[src/sv/avcfu_pkg.sv]
// ----------------------------------------------------------------------------
// avcfu_pkg
// Types and constants for the H.264 FU-A packetiser core.
// ----------------------------------------------------------------------------
package avcfu_pkg;

   localparam logic [7:0]  START_BYTE     = 8'h01;
   localparam logic [7:0]  NRI_F_MASK     = 8'hE0;
   localparam logic [7:0]  NAL_TYPE_MASK  = 8'h1F;
   localparam logic [7:0]  FU_A_TYPE      = 8'd28;
   localparam logic [7:0]  FU_START_BIT   = 8'h80;
   localparam logic [7:0]  FU_END_BIT     = 8'h40;
   localparam logic [15:0] HDR_BYTES      = 16'd2;
   localparam logic [15:0] MAX_LEN_RESET  = 16'd1400;

   localparam logic        KIND_PAYLOAD   = 1'b0;
   localparam logic        KIND_CLOSE     = 1'b1;

   localparam int          HOLD_BYTES     = 3;
   localparam int          QUEUE_DEPTH    = 4;

   typedef struct packed {
      logic       kind;
      logic [7:0] payload_byte;
      logic [7:0] fu_indicator;
      logic [7:0] fu_header;
      logic       nal_end;
      logic       run_last;
   } result_type;

endpackage

[src/sv/avc_fu_a_packetizer_core.sv]
// ----------------------------------------------------------------------------
// avc_fu_a_packetizer_core
// Start-code search over a three-byte hold-back window, FU-A fragmentation
// and header generation; results leave through a four-entry output queue.
// ----------------------------------------------------------------------------
// Results are written into the output queue when the byte that causes them is accepted.
// Throughput: one byte per cycle while req_ready is high; a byte that gives a close and a
// payload beat pushes two beats, which leave one at a time through the single result port.
// req_ready is high while the output queue has at least two free entries.
// Reset: synchronous, clears window, packet state and queue; max_len 1400.
module avc_fu_a_packetizer_core (
   input  logic        clock,
   input  logic        reset,
   input  logic        req_valid,
   output logic        req_ready,
   input  logic [7:0]  req_data_byte,
   output logic        rsp_valid,
   input  logic        rsp_ready,
   output logic        rsp_kind,
   output logic [7:0]  rsp_payload_byte,
   output logic [7:0]  rsp_fu_indicator,
   output logic [7:0]  rsp_fu_header,
   output logic        rsp_nal_end,
   output logic        rsp_run_last,
   input  logic        csr_wr_en,
   input  logic [15:0] csr_wr_data
);
   import avcfu_pkg::*;

   logic [15:0] max_len_ff;
   logic [7:0]  win_ff [HOLD_BYTES];
   logic [7:0]  win_in [HOLD_BYTES];
   logic [1:0]  hold_cnt_ff, hold_cnt_in;
   logic [7:0]  nal_hdr_ff, nal_hdr_in;
   logic        first_ff, first_in;
   logic        open_ff, open_in;
   logic        expect_ff, expect_in;
   logic [15:0] size_ff, size_in;

   result_type  queue_ff [QUEUE_DEPTH];
   logic [1:0]  wr_ptr_ff, rd_ptr_ff;
   logic [2:0]  q_cnt_ff;

   result_type  res0, res1, close_res;
   logic [1:0]  n_res;
   logic [15:0] size_tmp;
   logic        accept, pop, start_code;

   assign req_ready = (q_cnt_ff <= 3'd2);
   assign accept    = req_valid && req_ready;
   assign rsp_valid = (q_cnt_ff != 3'd0);
   assign pop       = rsp_valid && rsp_ready;

   assign start_code = (win_ff[0] == 8'h00) && (win_ff[1] == 8'h00) &&
                       (win_ff[2] == 8'h00) && (req_data_byte == START_BYTE);

   always_comb begin
      close_res              = '0;
      close_res.kind         = KIND_CLOSE;
      close_res.fu_indicator = (nal_hdr_ff & NRI_F_MASK) | FU_A_TYPE;
      close_res.fu_header    = (first_ff ? FU_START_BIT : 8'h00) |
                               (nal_hdr_ff & NAL_TYPE_MASK);
   end

   always_comb begin
      win_in      = win_ff;
      hold_cnt_in = hold_cnt_ff;
      nal_hdr_in  = nal_hdr_ff;
      first_in    = first_ff;
      open_in     = open_ff;
      expect_in   = expect_ff;
      size_in     = size_ff;
      size_tmp    = size_ff;
      res0        = '0;
      res1        = '0;
      n_res       = 2'd0;
      if (expect_ff) begin
         nal_hdr_in = req_data_byte;
         expect_in  = 1'b0;
         first_in   = 1'b1;
         open_in    = 1'b1;
         size_in    = HDR_BYTES;
      end else if (hold_cnt_ff == 2'd3) begin
         if (start_code) begin
            if (open_ff) begin
               res0               = close_res;
               res0.fu_header     = close_res.fu_header | FU_END_BIT;
               res0.nal_end       = 1'b1;
               res0.run_last      = 1'b1;
               n_res              = 2'd1;
               first_in           = 1'b0;
            end
            open_in     = 1'b0;
            expect_in   = 1'b1;
            hold_cnt_in = 2'd0;
         end else begin
            if (open_ff) begin
               if (size_ff >= max_len_ff) begin
                  res0              = close_res;
                  first_in          = 1'b0;
                  size_tmp          = HDR_BYTES;
                  res1.kind         = KIND_PAYLOAD;
                  res1.payload_byte = win_ff[0];
                  res1.run_last     = 1'b1;
                  n_res             = 2'd2;
               end else begin
                  res0.kind         = KIND_PAYLOAD;
                  res0.payload_byte = win_ff[0];
                  res0.run_last     = 1'b1;
                  n_res             = 2'd1;
               end
               size_in = size_tmp + 16'd1;
            end
            win_in[0] = win_ff[1];
            win_in[1] = win_ff[2];
            win_in[2] = req_data_byte;
         end
      end else begin
         for (int i = 0; i < HOLD_BYTES; i++) begin
            if (hold_cnt_ff == 2'(i)) begin
               win_in[i] = req_data_byte;
            end
         end
         hold_cnt_in = hold_cnt_ff + 2'd1;
      end
   end

   always_ff @(posedge clock) begin
      if (reset) begin
         max_len_ff <= MAX_LEN_RESET;
      end else if (csr_wr_en) begin
         max_len_ff <= csr_wr_data;
      end
   end

   always_ff @(posedge clock) begin
      if (reset) begin
         for (int i = 0; i < HOLD_BYTES; i++) begin
            win_ff[i] <= 8'h00;
         end
         hold_cnt_ff <= 2'd0;
         nal_hdr_ff  <= 8'h00;
         first_ff    <= 1'b0;
         open_ff     <= 1'b0;
         expect_ff   <= 1'b0;
         size_ff     <= 16'd0;
      end else if (accept) begin
         win_ff      <= win_in;
         hold_cnt_ff <= hold_cnt_in;
         nal_hdr_ff  <= nal_hdr_in;
         first_ff    <= first_in;
         open_ff     <= open_in;
         expect_ff   <= expect_in;
         size_ff     <= size_in;
      end
   end

   // output queue: up to two beats pushed per byte
   always_ff @(posedge clock) begin
      if (accept && (n_res != 2'd0)) begin
         queue_ff[wr_ptr_ff] <= res0;
      end
      if (accept && (n_res == 2'd2)) begin
         queue_ff[wr_ptr_ff + 2'd1] <= res1;
      end
   end

   always_ff @(posedge clock) begin
      if (reset) begin
         wr_ptr_ff <= 2'd0;
         rd_ptr_ff <= 2'd0;
         q_cnt_ff  <= 3'd0;
      end else begin
         if (accept) begin
            wr_ptr_ff <= wr_ptr_ff + n_res;
         end
         if (pop) begin
            rd_ptr_ff <= rd_ptr_ff + 2'd1;
         end
         q_cnt_ff <= q_cnt_ff + (accept ? {1'b0, n_res} : 3'd0) - (pop ? 3'd1 : 3'd0);
      end
   end

   assign rsp_kind         = queue_ff[rd_ptr_ff].kind;
   assign rsp_payload_byte = queue_ff[rd_ptr_ff].payload_byte;
   assign rsp_fu_indicator = queue_ff[rd_ptr_ff].fu_indicator;
   assign rsp_fu_header    = queue_ff[rd_ptr_ff].fu_header;
   assign rsp_nal_end      = queue_ff[rd_ptr_ff].nal_end;
   assign rsp_run_last     = queue_ff[rd_ptr_ff].run_last;

endmodule

[config.mk]
export PLATFORM = sky130hd
export DESIGN_NAME = avc_fu_a_packetizer_core
export DESIGN_NICKNAME = d
export VERILOG_FILES = /design/src/sv/avcfu_pkg.sv /design/src/sv/avc_fu_a_packetizer_core.sv
export SDC_FILE = /design/constraint.sdc
export NUM_CORES = 1
export LEC_CHECK = 0
export BUFFER_PORTS_ARGS = -buffer_cell sky130_fd_sc_hd__buf_2
export CORE_UTILIZATION = 54
export CTS_CLUSTER_SIZE = 16
export DETAILED_ROUTE_END_ITERATION = 12
export HOLD_SLACK_MARGIN = 0.06
export MAX_ROUTING_LAYER = met4
export PLACE_DENSITY = 0.76
export SLEW_MARGIN = 20
export SYNTH_ARGS = -nofsm -noshare
export SYNTH_HDL_FRONTEND = slang
export SYNTH_SLANG_ARGS = --single-unit
export TNS_END_PERCENT = 30
[constraint.sdc]
create_clock -name clock -period 3.1 [get_ports clock]
set_input_delay 0.31 -clock clock [delete_from_list [all_inputs] [get_ports clock]]
set_output_delay 0.31 -clock clock [all_outputs]
set_load 0.005 [all_outputs]
==> summary.txt <==
Run status
  – Outcome: completed

Worst setup path
  – Crit-path max FO: 6
  – Setup crit end kind: flop
  – FF-to-FF setup slack: 0.11 ns
  – Data arrival, critical path: 3.28 ns
  – FF-to-FF Start: max_len_ff[0]
  – Reg2Reg Capture Point: q_cnt_ff[2]
  – Worst Setup Path Type: flop to flop
  – Worst reg-to-reg path cell count: 14
  – CP required: 3.39 ns
  – Crit start category: flop

Drt
  – Remaining antenna violation count: 0
  – DR iter-0 viols: 533
  – 1st-pass router iterations: 5
  – Routed WL per cell: 17.51 um
  – DR WL met3: 1216 um
  – Via Count: 6,078
  – Drc violations: 0
  – Top Layer Used: met4
  – Routed WL: 18,050 um
  – Vias per Instance: 5.895
  – Routed met2 length: 8815 um
  – M1 WL: 7514 um

Floorplanning
  – Die area: 0.01448 mm2
  – Site row count: 42
  – Die span in y: 120.3 um
  – Core Footprint: 0.01345 mm2
  – Chip width: 120.3 um
  – Boundary pin count: 58
  – Initial Utilization: 56.19%

Clock tree
  – Root buffer cell: clkbuf_16
  – H-tree levels: 4
  – TritonCTS sink count: 158
  – CTS tree: yes
  – Num CTS Buffers: 17
  – Post-CTS Setup Inserts: 0
  – Reg clk slew, reported paths: 0.06 ns
  – Clock latency on the worst-skew pair: 0.43 ns
  – Worst-case clock buffer depth: 2
  – Post-CTS Hold Fix Bufs: 0

Synth
  – Cell area after synthesis: 0.007560 mm2
  – Fraction of registers with async set/reset: 0%
  – Ys Warns: 0
  – Number of synthesized flops with an enable pin: 36
  – Seq cells post-synth: 158
  – Syn Area/Cell: 9.692 um2
  – Library cells used by synthesis: 67
  – Most numerous cell in the Yosys netlist: dfxtp_1
  – Seq/Total Area, Yosys: 46.61%
  – Cells after Synth: 780
  – Share of the synthesized area in the top cell type: 32.31%
  – Synth area leaders: dfxtp_1, edfxtp_1, mux4_2
  – Main flop type after synthesis: dfxtp_1
  – Synth top cells by count: dfxtp_1, nand2_1, nor2_1, a21oi_1, nand3_1
  – Largest area contributor in the netlist: dfxtp_1

STA
  – Min Tclk post-route: 2.989 ns
  – Final Worst Setup Slack: 0.1105 ns
  – Fin crit share: 96.44%
  – Final slew viol count: 0
  – Skew final: 0.01126 ns
  – Fmax: 334.5 MHz
  – Fin. Hold Viols: 0
  – Slew @ Worst Pin: 0.8999 ns
  – RSZ-0062 raised after global routing: yes
  – Max-slew headroom: 40.01%
  – Final setup fails: 0

Place
  – RePlAce Congestion: 0.8641
  – HPWL after DPL: 12,360 um
  – Dpl ws: -0.02515 ns
  – DP Area: 0.008130 mm2
  – I/O Buffers: 54
  – Placed cells: 999

Power and ir drop
  – P_int: 3.803 mW
  – Power per Cell Area: 590.0 mW/mm2
  – Register share of total power: 44.6%
  – Comb pwr share: 16.1%
  – Switching power: 1.373 mW
  – Pwr Total: 5.176 mW
  – Clock Power Share: 39.3%
  – Leak pwr: 3.497 nW
  – Maximum vdd drop: 381.1 uV
  – Sw frac: 26.52%

GRT
  – Initial antenna violation count: 0
  – Vias in the first global route: 6,044
  – GRT overflow: 0
  – Largest net degree at the start of global routing: 49
  – First-pass GRT wire length: 29,840 um
  – Total track usage: 27.45%

Final layout
  – Non-Filler Instances: 1,031
  – Layout cell share with drive strength beyond 1: 20.47%
  – Area growth, synth to finish: 16.04%
  – Ant diodes: 0
  – Final instance area: 0.008772 mm2
  – NumNets Final: 895

Job
  – Number of max-cap violations: 0

Min path
  – HP Class: input pin to flop
  – Hold endpoint: max_len_ff[6]
  – Hold path depth: 3
  – Worst Hold Launch: csr_wr_data[6]
[kinds of logic after synthesis]
logic type      count (synthesis)  synth area share, %
compound gates                147                13.16
xor+xnor                        6               0.6951
fa+ha+maj                      24                4.072
buf+inv                        82                4.651
flops                         158                46.61
mux                            64                11.80
other cells                     1              0.04960
simple gates                  298                18.97
[layout by cell type, fill, tap and decap left out, types with 8 or more instances in the layout]
master and count:
nand2_1 86, clkbuf_16 17, and2_1 33, edfxtp_1 36, ha_1 20, mux4_2 20
o211ai_1 8, nor3_1 8, a211oi_1 23, nor4_1 9, a21oi_1 60, buf_4 41
dfxtp_1 121, nand4_1 11, o21ai_0 11, nor2_1 74, nand3_1 46, inv_1 26
mux2i_1 43, buf_2 54
[layout make-up]
type	instances	area, um2
clock buffers	18	429.2
clock inverters	14	141.4
fillers	1099	4681
inverters	28	105.1
multi-input cells	542	3774
flip-flops and latches	158	3525
well taps	176	220.2
repair buffers	95	578.1
[through the flow]
step	TNS (ns)	utilization, %	hold WS, ns
2_1_floorplan	0	-	0.4287
3_3_place_gp	0	60.44	0.4356
3_5_place_dp	-0.02515	60.44	0.4460
4_1_cts	0	64.85	0.08829
5_1_grt	-0.09467	65.21	0.1065
6_report	0	65.21	0.09788
[timing repair]
action                                  in CTS  in global routing
gates resized for setup                      3                 11
endpoints found under the setup margin       1                  4
pin swaps                                    2                  5
[worst max path at each step]
stage | startpoint | to | slack (ns)
final | max_len_ff[0] | q_cnt_ff[2] | 0.11
after global routing | size_ff[13] | q_cnt_ff[2] | -0.09
after CTS | size_ff[13] | q_cnt_ff[2] | 0.003
after detailed placement | size_ff[13] | q_cnt_ff[2] | -0.03
after global placement | size_ff[0] | q_cnt_ff[2] | 0.11
after floorplan | size_ff[0] | q_cnt_ff[2] | 0.04
[state kept, by name, summed over array words and instances, names as in the netlist, named ones only]
register,count
expect_ff,1
first_ff,1
hold_cnt_ff,2
max_len_ff,16
nal_hdr_ff,8
open_ff,1
q_cnt_ff,3
queue_ff,80
rd_ptr_ff,2
size_ff,16
win_ff,24
wr_ptr_ff,2
[power by group through the flow]
stage          sequential, mW  combinational [mW]  clock (mW)
6_report                 2.31               0.834        2.03
5_1_grt                  2.32               0.925        2.15
4_1_cts                  2.31               0.822        2.05
3_5_place_dp             2.35               0.813           0
3_3_place_gp             2.34               0.791           0
2_1_floorplan            2.31               0.602           0
[per-layer routing]
metal	vias to the layer above	track usage (%)
met3	40	7.217
met2	229	44.36
met5	-	-
met4	0	11.50
met1	2878	32.51
li1	2931	-
[worst max-delay path, stage by stage, from the launching register on]
cell and delay [ns]:
dfxtp_1 0.39, ha_4 0.22, nand2b_4 0.13, a2111o_1 0.39
a31o_4 0.26, o21ai_2 0.14, nand2_1 0.07, ha_1 0.28
inv_1 0.06, ha_1 0.13, inv_1 0.05, fa_2 0.34
xnor2_2 0.14, xnor2_1 0.19, nor2_1 0.07
Power figures use the tool's default switching activity.
